[src/modexp_pkg.sv]
// ============================================================================
// modexp_pkg
// Shared constants, microcode codes and control store for the modular
// exponentiation unit.
// ============================================================================
`default_nettype none

package modexp_pkg;

    // Default field widths
    localparam int MOD_BITS_DEF = 62;
    localparam int EXP_BITS_DEF = 63;

    // Sequencer program counter
    localparam int PC_BITS = 4;

    // Step addresses of the program
    localparam logic [PC_BITS-1:0] PC_WAIT     = 4'd0;
    localparam logic [PC_BITS-1:0] PC_RED_INIT = 4'd1;
    localparam logic [PC_BITS-1:0] PC_RED_STEP = 4'd2;
    localparam logic [PC_BITS-1:0] PC_RED_DONE = 4'd3;
    localparam logic [PC_BITS-1:0] PC_MUL_INIT = 4'd4;
    localparam logic [PC_BITS-1:0] PC_MUL_STEP = 4'd5;
    localparam logic [PC_BITS-1:0] PC_ACC_LOAD = 4'd6;
    localparam logic [PC_BITS-1:0] PC_SQR_INIT = 4'd7;
    localparam logic [PC_BITS-1:0] PC_SQR_STEP = 4'd8;
    localparam logic [PC_BITS-1:0] PC_POW_LOAD = 4'd9;
    // last address, so falling through wraps straight back to PC_WAIT
    localparam logic [PC_BITS-1:0] PC_OUT      = 4'd15;

    // Datapath operations
    typedef enum logic [3:0] {
        OP_LOAD,
        OP_RED_INIT,
        OP_RED_STEP,
        OP_RED_DONE,
        OP_MUL_INIT,
        OP_MUL_STEP,
        OP_ACC_LOAD,
        OP_SQR_INIT,
        OP_POW_LOAD,
        OP_OUT_LOAD
    } op_t;

    // Jump conditions; a true condition jumps to the target, else fall through
    typedef enum logic [3:0] {
        COND_NEVER,
        COND_ALWAYS,
        COND_NO_REQ,
        COND_SMALL_MOD,
        COND_CNT_NZ,
        COND_EXP_ZERO,
        COND_BIT0_CLR,
        COND_EXP_HIGH_ZERO,
        COND_RSP_FULL
    } cond_t;

    // One control word
    typedef struct packed {
        op_t                op;
        cond_t              cond;
        logic [PC_BITS-1:0] target;
    } ctrl_t;

    // Control store
    function automatic ctrl_t ucode(input logic [PC_BITS-1:0] pc);
        ctrl_t w;
        unique case (pc)
            PC_WAIT:     w = '{OP_LOAD,     COND_NO_REQ,        PC_WAIT};
            PC_RED_INIT: w = '{OP_RED_INIT, COND_SMALL_MOD,     PC_OUT};
            PC_RED_STEP: w = '{OP_RED_STEP, COND_CNT_NZ,        PC_RED_STEP};
            PC_RED_DONE: w = '{OP_RED_DONE, COND_EXP_ZERO,      PC_OUT};
            PC_MUL_INIT: w = '{OP_MUL_INIT, COND_BIT0_CLR,      PC_SQR_INIT};
            PC_MUL_STEP: w = '{OP_MUL_STEP, COND_CNT_NZ,        PC_MUL_STEP};
            PC_ACC_LOAD: w = '{OP_ACC_LOAD, COND_NEVER,         PC_WAIT};
            PC_SQR_INIT: w = '{OP_SQR_INIT, COND_EXP_HIGH_ZERO, PC_OUT};
            PC_SQR_STEP: w = '{OP_MUL_STEP, COND_CNT_NZ,        PC_SQR_STEP};
            PC_POW_LOAD: w = '{OP_POW_LOAD, COND_ALWAYS,        PC_MUL_INIT};
            PC_OUT:      w = '{OP_OUT_LOAD, COND_RSP_FULL,      PC_OUT};
            default:     w = '{OP_LOAD,     COND_ALWAYS,        PC_WAIT};
        endcase
        return w;
    endfunction

endpackage

`default_nettype wire

[src/modular_exponentiation_unit.sv]
// ============================================================================
// modular_exponentiation_unit
// Right-to-left square-and-multiply modular exponentiation, run by a small
// microcoded sequencer over one shift-and-add modular product datapath.
// ============================================================================
// Sequence: load the base and reduce it mod m, then per exponent bit up to
//   the highest set one: a test, a multiply into the accumulator when the
//   bit is set, and the square of the base (skipped after the top bit);
//   finally the result is posted.
// Throughput: one transaction at a time; the next request is taken while a
//   finished result waits. Reset: rst_n clears the PC and output valid flag.
`default_nettype none

module modular_exponentiation_unit #(
    parameter int MOD_BITS = modexp_pkg::MOD_BITS_DEF,
    parameter int EXP_BITS = modexp_pkg::EXP_BITS_DEF
) (
    input  wire logic                clk,
    input  wire logic                rst_n,
    input  wire logic                req_valid,
    output logic                     req_stall,
    input  wire logic [MOD_BITS-1:0] base_value,
    input  wire logic [EXP_BITS-1:0] exponent_value,
    input  wire logic [MOD_BITS:0]   modulus_value,
    output logic                     rsp_valid,
    input  wire logic                rsp_stall,
    output logic [MOD_BITS-1:0]      power_result
);

    localparam int CNT_BITS = $clog2(MOD_BITS);
    localparam logic [MOD_BITS:0] MOD_CAP = {1'b1, {MOD_BITS{1'b0}}};
    localparam logic [MOD_BITS:0] MOD_TWO = (MOD_BITS+1)'(2);

    // x >= m ? x - m : x, with the result known to fit below m
    function automatic logic [MOD_BITS-1:0] mod_fix(
        input logic [MOD_BITS:0] x,
        input logic [MOD_BITS:0] m
    );
        logic [MOD_BITS:0] d;
        d = x - m;
        return (x >= m) ? d[MOD_BITS-1:0] : x[MOD_BITS-1:0];
    endfunction

    // Sequencer and datapath registers
    logic [modexp_pkg::PC_BITS-1:0] pc_reg, pc_next;
    logic                rsp_valid_reg, rsp_valid_next;
    logic [MOD_BITS-1:0] result_reg, result_next;
    logic [MOD_BITS:0]   mod_reg, mod_next;
    logic                small_reg, small_next;
    logic [EXP_BITS-1:0] exp_reg, exp_next;
    logic [MOD_BITS-1:0] acc_reg, acc_next;
    logic [MOD_BITS-1:0] pow_reg, pow_next;
    logic [MOD_BITS-1:0] mul_acc_reg, mul_acc_next;
    logic [MOD_BITS-1:0] mul_add_reg, mul_add_next;
    logic [MOD_BITS-1:0] mul_y_reg, mul_y_next;
    logic [CNT_BITS-1:0] cnt_reg, cnt_next;

    modexp_pkg::ctrl_t   ctrl;
    logic                req_accept;
    logic                rsp_full;
    logic                jump;
    logic [MOD_BITS:0]   mod_sat;

    assign ctrl       = modexp_pkg::ucode(pc_reg);
    assign req_stall  = (pc_reg != modexp_pkg::PC_WAIT);
    assign req_accept = req_valid && !req_stall;
    assign rsp_full   = rsp_valid_reg && rsp_stall;
    assign rsp_valid  = rsp_valid_reg;
    assign power_result = result_reg;
    assign mod_sat    = (modulus_value > MOD_CAP) ? MOD_CAP : modulus_value;

    // Jump condition select
    always_comb
    begin
        unique case (ctrl.cond)
            modexp_pkg::COND_NEVER:         jump = 1'b0;
            modexp_pkg::COND_ALWAYS:        jump = 1'b1;
            modexp_pkg::COND_NO_REQ:        jump = !req_valid;
            modexp_pkg::COND_SMALL_MOD:     jump = small_reg;
            modexp_pkg::COND_CNT_NZ:        jump = (cnt_reg != '0);
            modexp_pkg::COND_EXP_ZERO:      jump = (exp_reg == '0);
            modexp_pkg::COND_BIT0_CLR:      jump = !exp_reg[0];
            modexp_pkg::COND_EXP_HIGH_ZERO: jump = (exp_reg[EXP_BITS-1:1] == '0);
            modexp_pkg::COND_RSP_FULL:      jump = rsp_full;
            default:                        jump = 1'b1;
        endcase
        pc_next = jump ? ctrl.target : pc_reg + 1'b1;
    end

    // Datapath, one control word per cycle
    always_comb
    begin
        rsp_valid_next = rsp_valid_reg && rsp_stall;
        result_next    = result_reg;
        mod_next       = mod_reg;
        small_next     = small_reg;
        exp_next       = exp_reg;
        acc_next       = acc_reg;
        pow_next       = pow_reg;
        mul_acc_next   = mul_acc_reg;
        mul_add_next   = mul_add_reg;
        mul_y_next     = mul_y_reg;
        cnt_next       = cnt_reg;

        unique case (ctrl.op)
            modexp_pkg::OP_LOAD:
            begin
                if (req_accept)
                begin
                    mod_next   = mod_sat;
                    small_next = (mod_sat < MOD_TWO);
                    exp_next   = exponent_value;
                    pow_next   = base_value;
                    acc_next   = (mod_sat < MOD_TWO) ? '0 : MOD_BITS'(1);
                end
            end
            modexp_pkg::OP_RED_INIT:
            begin
                mul_acc_next = '0;
                mul_y_next   = pow_reg;
                cnt_next     = CNT_BITS'(MOD_BITS - 1);
            end
            // base mod m, one base bit per cycle from the top
            modexp_pkg::OP_RED_STEP:
            begin
                mul_acc_next = mod_fix({mul_acc_reg, mul_y_reg[MOD_BITS-1]}, mod_reg);
                mul_y_next   = {mul_y_reg[MOD_BITS-2:0], 1'b0};
                cnt_next     = cnt_reg - 1'b1;
            end
            modexp_pkg::OP_RED_DONE:
            begin
                pow_next = mul_acc_reg;
            end
            modexp_pkg::OP_MUL_INIT:
            begin
                mul_acc_next = '0;
                mul_add_next = acc_reg;
                mul_y_next   = pow_reg;
                cnt_next     = CNT_BITS'(MOD_BITS - 1);
            end
            // shift-and-add product step, LSB of the multiplier first
            modexp_pkg::OP_MUL_STEP:
            begin
                if (mul_y_reg[0])
                begin
                    mul_acc_next = mod_fix({1'b0, mul_acc_reg} + {1'b0, mul_add_reg},
                                           mod_reg);
                end
                mul_add_next = mod_fix({mul_add_reg, 1'b0}, mod_reg);
                mul_y_next   = {1'b0, mul_y_reg[MOD_BITS-1:1]};
                cnt_next     = cnt_reg - 1'b1;
            end
            modexp_pkg::OP_ACC_LOAD:
            begin
                acc_next = mul_acc_reg;
            end
            modexp_pkg::OP_SQR_INIT:
            begin
                mul_acc_next = '0;
                mul_add_next = pow_reg;
                mul_y_next   = pow_reg;
                cnt_next     = CNT_BITS'(MOD_BITS - 1);
                exp_next     = {1'b0, exp_reg[EXP_BITS-1:1]};
            end
            modexp_pkg::OP_POW_LOAD:
            begin
                pow_next = mul_acc_reg;
            end
            modexp_pkg::OP_OUT_LOAD:
            begin
                if (!rsp_full)
                begin
                    rsp_valid_next = 1'b1;
                    result_next    = acc_reg;
                end
            end
            default:
            begin
                rsp_valid_next = rsp_valid_reg && rsp_stall;
            end
        endcase
    end

    // Control state
    always_ff @(posedge clk or negedge rst_n)
    begin
        if (!rst_n)
        begin
            pc_reg        <= modexp_pkg::PC_WAIT;
            rsp_valid_reg <= 1'b0;
        end
        else
        begin
            pc_reg        <= pc_next;
            rsp_valid_reg <= rsp_valid_next;
        end
    end

    // Payload registers
    always_ff @(posedge clk)
    begin
        result_reg  <= result_next;
        mod_reg     <= mod_next;
        small_reg   <= small_next;
        exp_reg     <= exp_next;
        acc_reg     <= acc_next;
        pow_reg     <= pow_next;
        mul_acc_reg <= mul_acc_next;
        mul_add_reg <= mul_add_next;
        mul_y_reg   <= mul_y_next;
        cnt_reg     <= cnt_next;
    end

    // Arithmetic steps only run with a usable modulus
    a_mod_usable: assert property (@(posedge clk) disable iff (!rst_n)
        (pc_reg >= modexp_pkg::PC_RED_STEP && pc_reg <= modexp_pkg::PC_POW_LOAD)
        |-> (mod_reg >= MOD_TWO))
        else $error("modulus below two inside the exponent loop");

    // Operands of each product are reduced
    a_operands_reduced: assert property (@(posedge clk) disable iff (!rst_n)
        (pc_reg == modexp_pkg::PC_MUL_INIT)
        |-> (({1'b0, acc_reg} < mod_reg) && ({1'b0, pow_reg} < mod_reg)))
        else $error("product operand not below modulus");

    // A finished transaction reaches the output register
    a_result_posted: assert property (@(posedge clk) disable iff (!rst_n)
        (pc_reg == modexp_pkg::PC_OUT && !rsp_full)
        |=> (rsp_valid && pc_reg == modexp_pkg::PC_WAIT))
        else $error("result not posted at end of program");

endmodule

`default_nettype wire
[config.mk]
export PLATFORM = sky130hd
export DESIGN_NAME = modular_exponentiation_unit
export DESIGN_NICKNAME = d
export VERILOG_FILES = /design/src/modexp_pkg.sv /design/src/modular_exponentiation_unit.sv
export SDC_FILE = /design/constraint.sdc
export NUM_CORES = 1
export LEC_CHECK = 0
export ABC_CLOCK_PERIOD_IN_PS = 17300
export BUFFER_PORTS_ARGS = -buffer_cell sky130_fd_sc_hd__buf_2
export CORE_AREA = 5 5 296 298
export DETAILED_ROUTE_END_ITERATION = 7
export DIE_AREA = 0 0 301 303
export GPL_TIMING_DRIVEN = 0
export PLACE_DENSITY_LB_ADDON = 0.1
export SYNTH_ARGS = -nofsm -noshare
export SYNTH_HDL_FRONTEND = slang
export SYNTH_SLANG_ARGS = --single-unit
[constraint.sdc]
create_clock -name clk -period 17.3 [get_ports clk]
set_input_delay 0.865 -clock clk [delete_from_list [all_inputs] [get_ports clk]]
set_output_delay 0.865 -clock clk [all_outputs]
set_load 0.05 [all_outputs]
# After elaboration in Yosys (flattened, before gate mapping)
# Memories as Yosys holds them, arrays and structs flattened.
# Cells that the tools add are included.
# totals
register_bits	510
mem_bits_ro	192
wordCells	88
mem_count	1
# op_classes
add_sub_neg	6
order_cmp	5
eq_ne	18
muxes	19
bitwise_logic	1
reduce_logical	26
# mem_list
name	depth	word_bits	rd	rd_ports_with_merged_regs	wr	line_no	source
(no name shown)	16	12	1	0	0	modexp_pkg.sv:68	unique case (pc)
# op_table
cell	count
$pmux 62 s3	3
$mux 62	6
$pmux 62 s2	2
$ge 63x63->1	3
$sub 62x62->62	3
$mux 63	2
$pmux 63 s2	1
$add 62x62->63	1
$gt 63x63->1 const B	1
$logic_not 63->1	1
$lt 63x2->1 const B	1
$logic_not 62->1	1
$eq 4x3->1 const B	8
$eq 4x2->1 const B	4
$eq 4x4->1 const B	3
$pmux 6 s2	1
$reduce_and 2->1	6
$logic_not 4->1	2
$pmux 1 s8	1
$reduce_bool 2->1	4
$reduce_bool 3->1	2
$reduce_bool 6->1	1
$sub 6x1->6 const B	1
$add 4x1->4 const B	1
10 further kinds	16

# Longest topological paths before layout
# Gate-level depths: netlist of the first run.
# depth
ltp_word	6
mapped_depth	26

# Least setup slack after synthesis of the first run
# Ideal clock, no wire load.
# synth_path
kind	register to register
from	register pc_reg[3] in the netlist's numbering
to	register mul_add_reg[0], enable pin
setup_ns	0.573
t_arrival_ns	5.597
slack_ns	11.130
path_stages_with_launch	5
period_less_slack_ns	6.170
cell_sequence	dfrtp_1 > clkbuf_1 > clkbuf_1 > clkbuf_1 > o31ai_1
# synth_via
elab_chain_cells	3
elab_cells_between_ends	5
# synth_lines
element	line_no	source
start, declared	modular_exponentiation_unit.sv:45	logic [modexp_pkg::PC_BITS-1:0] pc_reg, pc_next;
start signal, assigned	modular_exponentiation_unit.sv:189	pc_reg <= modexp_pkg::PC_WAIT;
start signal, assigned	modular_exponentiation_unit.sv:194	pc_reg <= pc_next;
$mem_v2 16x12 (*)	--	
$eq 4x3->1	modular_exponentiation_unit.sv:105	unique case (ctrl.op)
$reduce_bool 3->1 (no source line) (*)	--	
end signal, assigned	modular_exponentiation_unit.sv:209	mul_add_reg <= mul_add_next;
end, declared	modular_exponentiation_unit.sv:54	logic [MOD_BITS-1:0] mul_add_reg, mul_add_next;
# Mark *: on every way between the ends. The rest lies on a longest branch, timed or not.
# A chain may end at the register's enable or synchronous reset.

# Worst setup path in the final report of the first run
# layout_path
from	register mul_acc_reg[8]
to	register mul_acc_reg[39], data pin
# layout_via
elab_chain_cells	5
elab_cells_between_ends	9
# layout_lines
element	line_no	source
start, declared	modular_exponentiation_unit.sv:53	logic [MOD_BITS-1:0] mul_acc_reg, mul_acc_next;
start signal, assigned	modular_exponentiation_unit.sv:208	mul_acc_reg <= mul_acc_next;
$add 62x62->63	modular_exponentiation_unit.sv:146	mul_acc_next = mod_fix({1'b0, mul_acc_reg} + {1'b0, mul_add_reg},
$sub 62x62->62 / $ge 63x63->1 (equally long branches)	modular_exponentiation_unit.sv:40, modular_exponentiation_unit.sv:41	
$mux 62	modular_exponentiation_unit.sv:41	return (x >= m) ? d[MOD_BITS-1:0] : x[MOD_BITS-1:0];
$mux 62	modular_exponentiation_unit.sv:144	if (mul_y_reg[0])
$pmux 62 s3 (*)	modular_exponentiation_unit.sv:105	
net mul_acc_next[39]	modular_exponentiation_unit.sv:53	
# Mark *: on every way through the listed nets, which the timed path passes. The rest lies on a longest branch. The select of a mux whose other input is x is not followed.

==> impl_results.md, run 1 <==
* Status: finished, final reports clean
* Layout Nets at 4,778
* Die Width at 301 µm
* Fmax at 0.134 GHz
* Cell row count at 107
* Top cells by area, synth: edfxtp_1 (40%), ha_1 (8.6%), a21oi_1 (5.4%), nand2_1 (3.7%), mux2_2 (3.7%)
* Post-CTS Hold Fix Bufs at 1
* Most area-hungry cell type in the Yosys netlist: edfxtp_1
* Vias in the first global route at 31,500
* Worst min-delay path startpoint: acc_reg[9]
* Reg clk slew, reported paths at 0.07 ns
* Worst path slowest cell: o41ai_2
* CP startpoint: mul_acc_reg[8]
* Pin count of the biggest net entering global routing at 64
* Die area at 91,200 µm²
* Critical path's largest stage delay at 0.64 ns
* Total core area at 84,600 µm²
* Slew HR at 2.61%
* Seq/Total Area, Yosys at 40.5%
* Most numerous cell in the Yosys netlist: edfxtp_1
* RR Startpoint: mul_acc_reg[8]
* HP Class: reg2reg
* Period utilisation layout at 43.0%
* DRC viols at 0
* Post-CTS Setup Inserts at 0
* Worst slew pin tran at 1.46 ns
* Antenna viol nets, final at 0
* Worst reg2reg path depth at 23
* Drt initial violations at 4,132
* Number of synthesized flops with an enable pin at 505
* Synth Area in Compound Gates at 21.9%
* CP Capture Type: register
* Via density per instance at 6.10
* Final setup TNS at 0 ns
* Clock Root Buffer: clkbuf_16
* Final HPWL DP at 120,000 µm
* Synth warn at 0
* Syn Inst Count at 3,998
* Clk sink count at 510
* Starting Density at 44.6%
* Port-buffer cells at 255
* Synth Area in Simple Gates at 15.2%
* Share of cells above drive strength 1 at 12.7%
* GP Congestion at 0.973
* Worst path arrival time at 7.79 ns
* Critical path peak fanout at 10
* Drt wl/cell at 26.6 µm
* Critical Path End: mul_acc_reg[39]
* Grt total ovfl at 0
* Endpoints failing setup at 0
* TritonCTS clock tree: yes
* Top Family by Delay on Critical Path: compound AO/OA/AOI/OAI gates
* Synth Area per Inst at 9.44 µm²
* Post-layout minimum cycle time at 7.45 ns
* Final hold violation count at 0
* Fraction of registers with async set/reset at 0.980%
* Post-synth top area share at 40.2%
* Max Slew Vio Count at 0
* DRT Pass-1 Iters at 6
* Post-synthesis adder-cell area fraction at 8.77%
* Syn_nets at 4,452
* Final clock skew at 0.0443 ns
* Routed via count at 33,600
* Critical-path cell list: ha_1 -> buf_2 -> a21oi_1 -> o21a_1 -> o2bb2ai_1 -> a21o_1 -> o41ai_2 -> nor3_1 -> or4_1 -> nand2_1 -> xor2_1 -> ha_1 -> and3_1 -> a221o_1 -> a221o_1 -> a31o_1 -> a41o_1 -> a31oi_4 -> buf_6 -> buf_2 -> nor2_1 -> a21oi_1 -> o22ai_1
* Gr usage total at 31.0%
* Clock latency on the worst-skew pair at 0.68 ns
* Main flop type after synthesis: edfxtp_1
* # IOs at 256
* Die H at 303 µm
* CTS Buffer Depth at 3
* Synthesized flop and latch total at 510
* Reg2reg setup slack at 9.85 ns
* Synth Area in XOR/XNOR at 5.41%
* H-tree Lvls at 2
* CP Class: reg2reg
* RR Endpoint: mul_acc_reg[39]
* Synthesized area at 37,700 µm²
* Area delta synth->final at 12.9%
* RSZ-0062 raised after global routing: no
* Post-synth cell types at 89
* Crit path buf inv count at 3
* Max cap viols at 0
* Main combinational cell family by area after synthesis: compound AO/OA/AOI/OAI gates
* Global-route wire length before repair at 210,000 µm
* Mux share of post-synthesis cell area at 4.42%
* Initial antenna violation count at 2
* Required @ worst endpoint at 17.64 ns
* Final wirelength at 146,000 µm
* Total CTS buffers at 57
* Most instantiated cells after synthesis: edfxtp_1 (505), a21oi_1 (407), nand2_1 (374), ha_1 (258), nor2_1 (255)
* Startpoint types: register
* CP Depth at 23
* Post-CTS sizing at 0
per-layer routing:
metal	vias up	global-route usage (%)	routed length [µm]
met5	-	0	0
met2	1576	45.6	60900
met4	0	8.27	4590
met1	16200	47.2	67500
li1	15700	-	-
met3	174	5.17	13400
cells by family (layout without fill, tap and decap cells):
group,Yosys count,count (layout)
muxes,151,151
other,0,3
and+or+nand+nor,1181,1181
AOI/OAI and AO/OA,1289,1289
buffers and inverters,372,740
DFF,510,510
xor gates and xnor gates,233,233
adders and majority gates,262,262
layout by cell type, fill, tap and decap left out, types with 13 or more instances in the layout:
cell type	instances
nor4_1	46
mux2_2	124
nand2b_1	34
inv_1	139
xor2_1	105
nor2b_1	95
nor3_1	35
a21o_1	141
o21bai_1	47
and2_1	76
a221o_1	23
o31ai_1	20
o21ai_0	230
nand2_1	372
or2_2	13
a22oi_1	73
nor2_1	255
o21a_1	36
and3_1	24
a21boi_0	16
or3_1	14
o211ai_1	23
buf_2	276
o22ai_1	53
a211oi_1	54
xnor2_1	128
mux2i_1	27
a31oi_1	30
a21oi_1	405
nand4_1	92
edfxtp_1	505
ha_1	258
clkbuf_1	201
nand3_1	87
clkbuf_16	57
stage by stage:
| stage | utilization, % | instances | instance area (µm²) | setup slack (ns) | hold slack (ns) |
|---|---|---|---|---|---|
| floorplan | - | 3998 | 37700 | 11.13 | 0.421 |
| global placement | 47.8 | 5397 | 40400 | 7.91 | 0.433 |
| detailed placement | 48.2 | 5408 | 40700 | 10.16 | 0.442 |
| CTS | 50.4 | 5510 | 42600 | 10.10 | 0.446 |
| global route | 50.4 | 5510 | 42600 | 9.59 | 0.471 |
| finish | 50.4 | 5513 | 42600 | 9.85 | 0.454 |
worst min-delay path by stage:
stage                             to  slack (ns)  cells after the start
finish               power_result[9]        0.45                      0
floorplan           power_result[28]        0.42                      0
global route         power_result[6]        0.47                      0
detailed placement   power_result[2]        0.44                      0
CTS                        rsp_valid        0.45                      3
global placement     power_result[9]        0.43                      0
cell type report:
cell class                 count  area (µm²)
sequential                   510       15300
tap                         1144        1430
antenna                        3        7.51
timing repair buffer         267        1510
multi-input combinational   3116       21100
fill                        8240       42000
inverter                     140         526
clock inverter                35         395
clock buffer                  66        1460
buffer                       232         925
Power of run 1 is left out: the tool's default activity adds up to more than one toggle a clock period on the data nets, which glitch-free logic cannot reach.
==> run 2: changes to the inputs <==
Settings changed: ABC_CLOCK_PERIOD_IN_PS 17300 to 7650.
Clock period 17.3 ns to 7.65 ns, I/O delays scaled along.
==> run 2 against run 1 <==
Maximum frequency increased by 0.91%. Die area unchanged. Via count about the same. Final area increased by 0.91%. Critical path depth unchanged. First-iteration DRC count decreased by 7.1%. Register-to-register slack got worse by 9.6 ns. Flip-flop and latch count unchanged. Sequential share of layout area decreased by 0.32 points. Utilization increased by 0.46 points. Count of clock-buffer cells in the layout unchanged. Worst setup slack got worse by 9.6 ns.
==> impl_results.md, run 2 (synthesis gave the netlist of run 1 again) <==
* Period utilisation layout at 96.5% (+53 points)
* RSZ-0062 raised after global routing: no
* Final setup TNS at 0 ns (unchanged)
* Port-buffer cells at 255 (unchanged)
* Slew HR at 5.96% (+3.4 points)
* Vias in the first global route at 31,700 (+0.58%)
* Layout Nets at 4,817 (+0.82%)
* Initial antenna violation count at 2 (unchanged)
* Routed via count at 33,700 (+0.048%)
* Area after DPL at 40,700 µm² (unchanged)
* Reg2reg setup slack at 0.27 ns (-9.58 ns)
* Total CTS buffers at 57 (unchanged)
* Die H at 303 µm (unchanged)
* Final core utilization at 50.8% (+0.46 points)
* Status: finished, final reports clean
* Max cap viols at 0 (unchanged)
* Starting Density at 44.6% (unchanged)
* Grt total ovfl at 0 (unchanged)
* H-tree Lvls at 2 (unchanged)
* Die Width at 301 µm (unchanged)
* Most frequent cells in the layout: edfxtp_1 (505), a21oi_1 (404), nand2_1 (372), buf_2 (276), ha_1 (258)
* GP Congestion at 0.973 (unchanged)
* CTS Buffer Depth at 3 (unchanged)
* Cell row count at 107 (unchanged)
* Pin count of the biggest net entering global routing at 64 (unchanged)
* Fmax at 0.136 GHz (+0.91%)
* Die area at 91,200 µm² (unchanged)
* CP Class: reg2reg
* Reg clk slew, reported paths at 0.06 ns (about the same)
* Critical path peak fanout at 10 (unchanged)
* Required @ worst endpoint at 8.00 ns (-9.64 ns)
* Commonest non-fill, non-tap cell in the layout: edfxtp_1
* Startpoint types: register
* WHS at 0.0330 ns (-0.421 ns)
* # IOs at 256 (unchanged)
* Final wirelength at 147,000 µm (+0.17%)
* Gr usage total at 31.0% (+0.072 points)
* HP Class: in2reg
* TritonCTS clock tree: yes
* Drt wl/cell at 26.4 µm (-0.50%)
* Via density per instance at 6.06 (-0.62%)
* Global-route wire length before repair at 210,000 µm (+0.32%)
* CP Capture Type: register
* Antenna viol nets, final at 0 (unchanged)
* Max Slew Vio Count at 0 (unchanged)
* Total core area at 84,600 µm² (unchanged)
* Final HPWL DP at 120,000 µm (unchanged)
* Clock Root Buffer: clkbuf_16
* Area delta synth->final at 14.0%
* Final hold violation count at 0 (unchanged)
* Worst path arrival time at 7.73 ns (-0.06 ns)
* Share of cells above drive strength 1 at 12.6% (-0.090 points)
* Drt initial violations at 3,838 (-7.1%)
* Final clock skew at 0.0423 ns (-0.00197 ns)
* Clock latency on the worst-skew pair at 0.68 ns (about the same)
* Finished Cell Area at 43,000 µm² (+0.91%)
* Endpoints failing setup at 0 (unchanged)
* DRT Pass-1 Iters at 6 (unchanged)
* Clk sink count at 510 (unchanged)
* DRC viols at 0 (unchanged)
* Post-layout minimum cycle time at 7.38 ns (-0.0673 ns)
* Worst slew pin tran at 1.41 ns (-0.0473 ns)
## run 2: changes by cell type in the layout (fill, tap and decap cells not counted), sizes merged
cell         change
diode            -2
dlygate4sd3     +39
## run 2: worst max-delay path, stage by stage, from the launching register on
cell and delay [ns]:
edfxtp_1 0.59, ha_1 0.37, buf_2 0.17, a21oi_1 0.12, o21a_1 0.19, o2bb2ai_1 0.12
a21o_1 0.23, o41ai_2 0.62, nor3_1 0.13, or4_1 0.55, nand2_1 0.12, xor2_1 0.47
ha_1 0.40, and3_1 0.23, a221o_1 0.32, a221o_1 0.35, a31o_1 0.33, a41o_1 0.35
a31oi_4 0.37, buf_6 0.22, buf_2 0.32, nor2_1 0.10, a21oi_1 0.23, o22ai_1 0.13
## run 2: final cells by class
type	instances	area [µm²]
antenna	1	2.50
buffer	232	925
clock buffer	66	1460
clock inverter	35	395
fill	8199	41600
inverter	140	526
multi-input combinational	3116	21100
sequential	510	15300
tap	1144	1430
timing repair buffer	306	1900
## run 2: repair_timing
action | in CTS | in global routing
setup endpoints to repair | 0 | 3
hold buffers | 40 | 0
setup buffers | 0 | 0
resized for setup | 0 | 1
endpoints found under the hold margin | 44 | 0
## run 2: per-layer routing
layer / routed length, µm / part of all wire [%] / vias up / GRT usage [%]
met5: 0 / 0 / - / 0
li1: - / - / 15800 / -
met2: 61200 / 42 / 1535 / 45.8
met3: 13600 / 9.3 / 164 / 5.12
met1: 67300 / 46 / 16200 / 47.3
met4: 4470 / 3.0 / 0 / 8.27
## run 2: worst paths after layout
| kind | cells after the start | endpoint | startpoint |
|---|---|---|---|
| worst max-delay path | 23 | mul_acc_reg[38] | mul_acc_reg[8] |
| worst min-delay path | 2 | pow_reg[7] | base_value[7] |
| worst max register to register | 23 | mul_acc_reg[38] | mul_acc_reg[8] |
| worst min register to register | 0 | power_result[9] | acc_reg[9] |
| max in group asynchronous | 2 | pc_reg[3] | rst_n |
| min in group asynchronous | 2 | pc_reg[0] | rst_n |
## run 2: per-stage QoR
| stage | std cells | worst slack [ns] |
|---|---|---|
| global route | 5549 | 0.0490 |
| detailed placement | 5408 | 0.514 |
| CTS | 5549 | 0.446 |
| finish | 5550 | 0.271 |
| floorplan | 3998 | 1.48 |
| global placement | 5397 | -1.74 |
Power of run 2 is left out for the same reason.
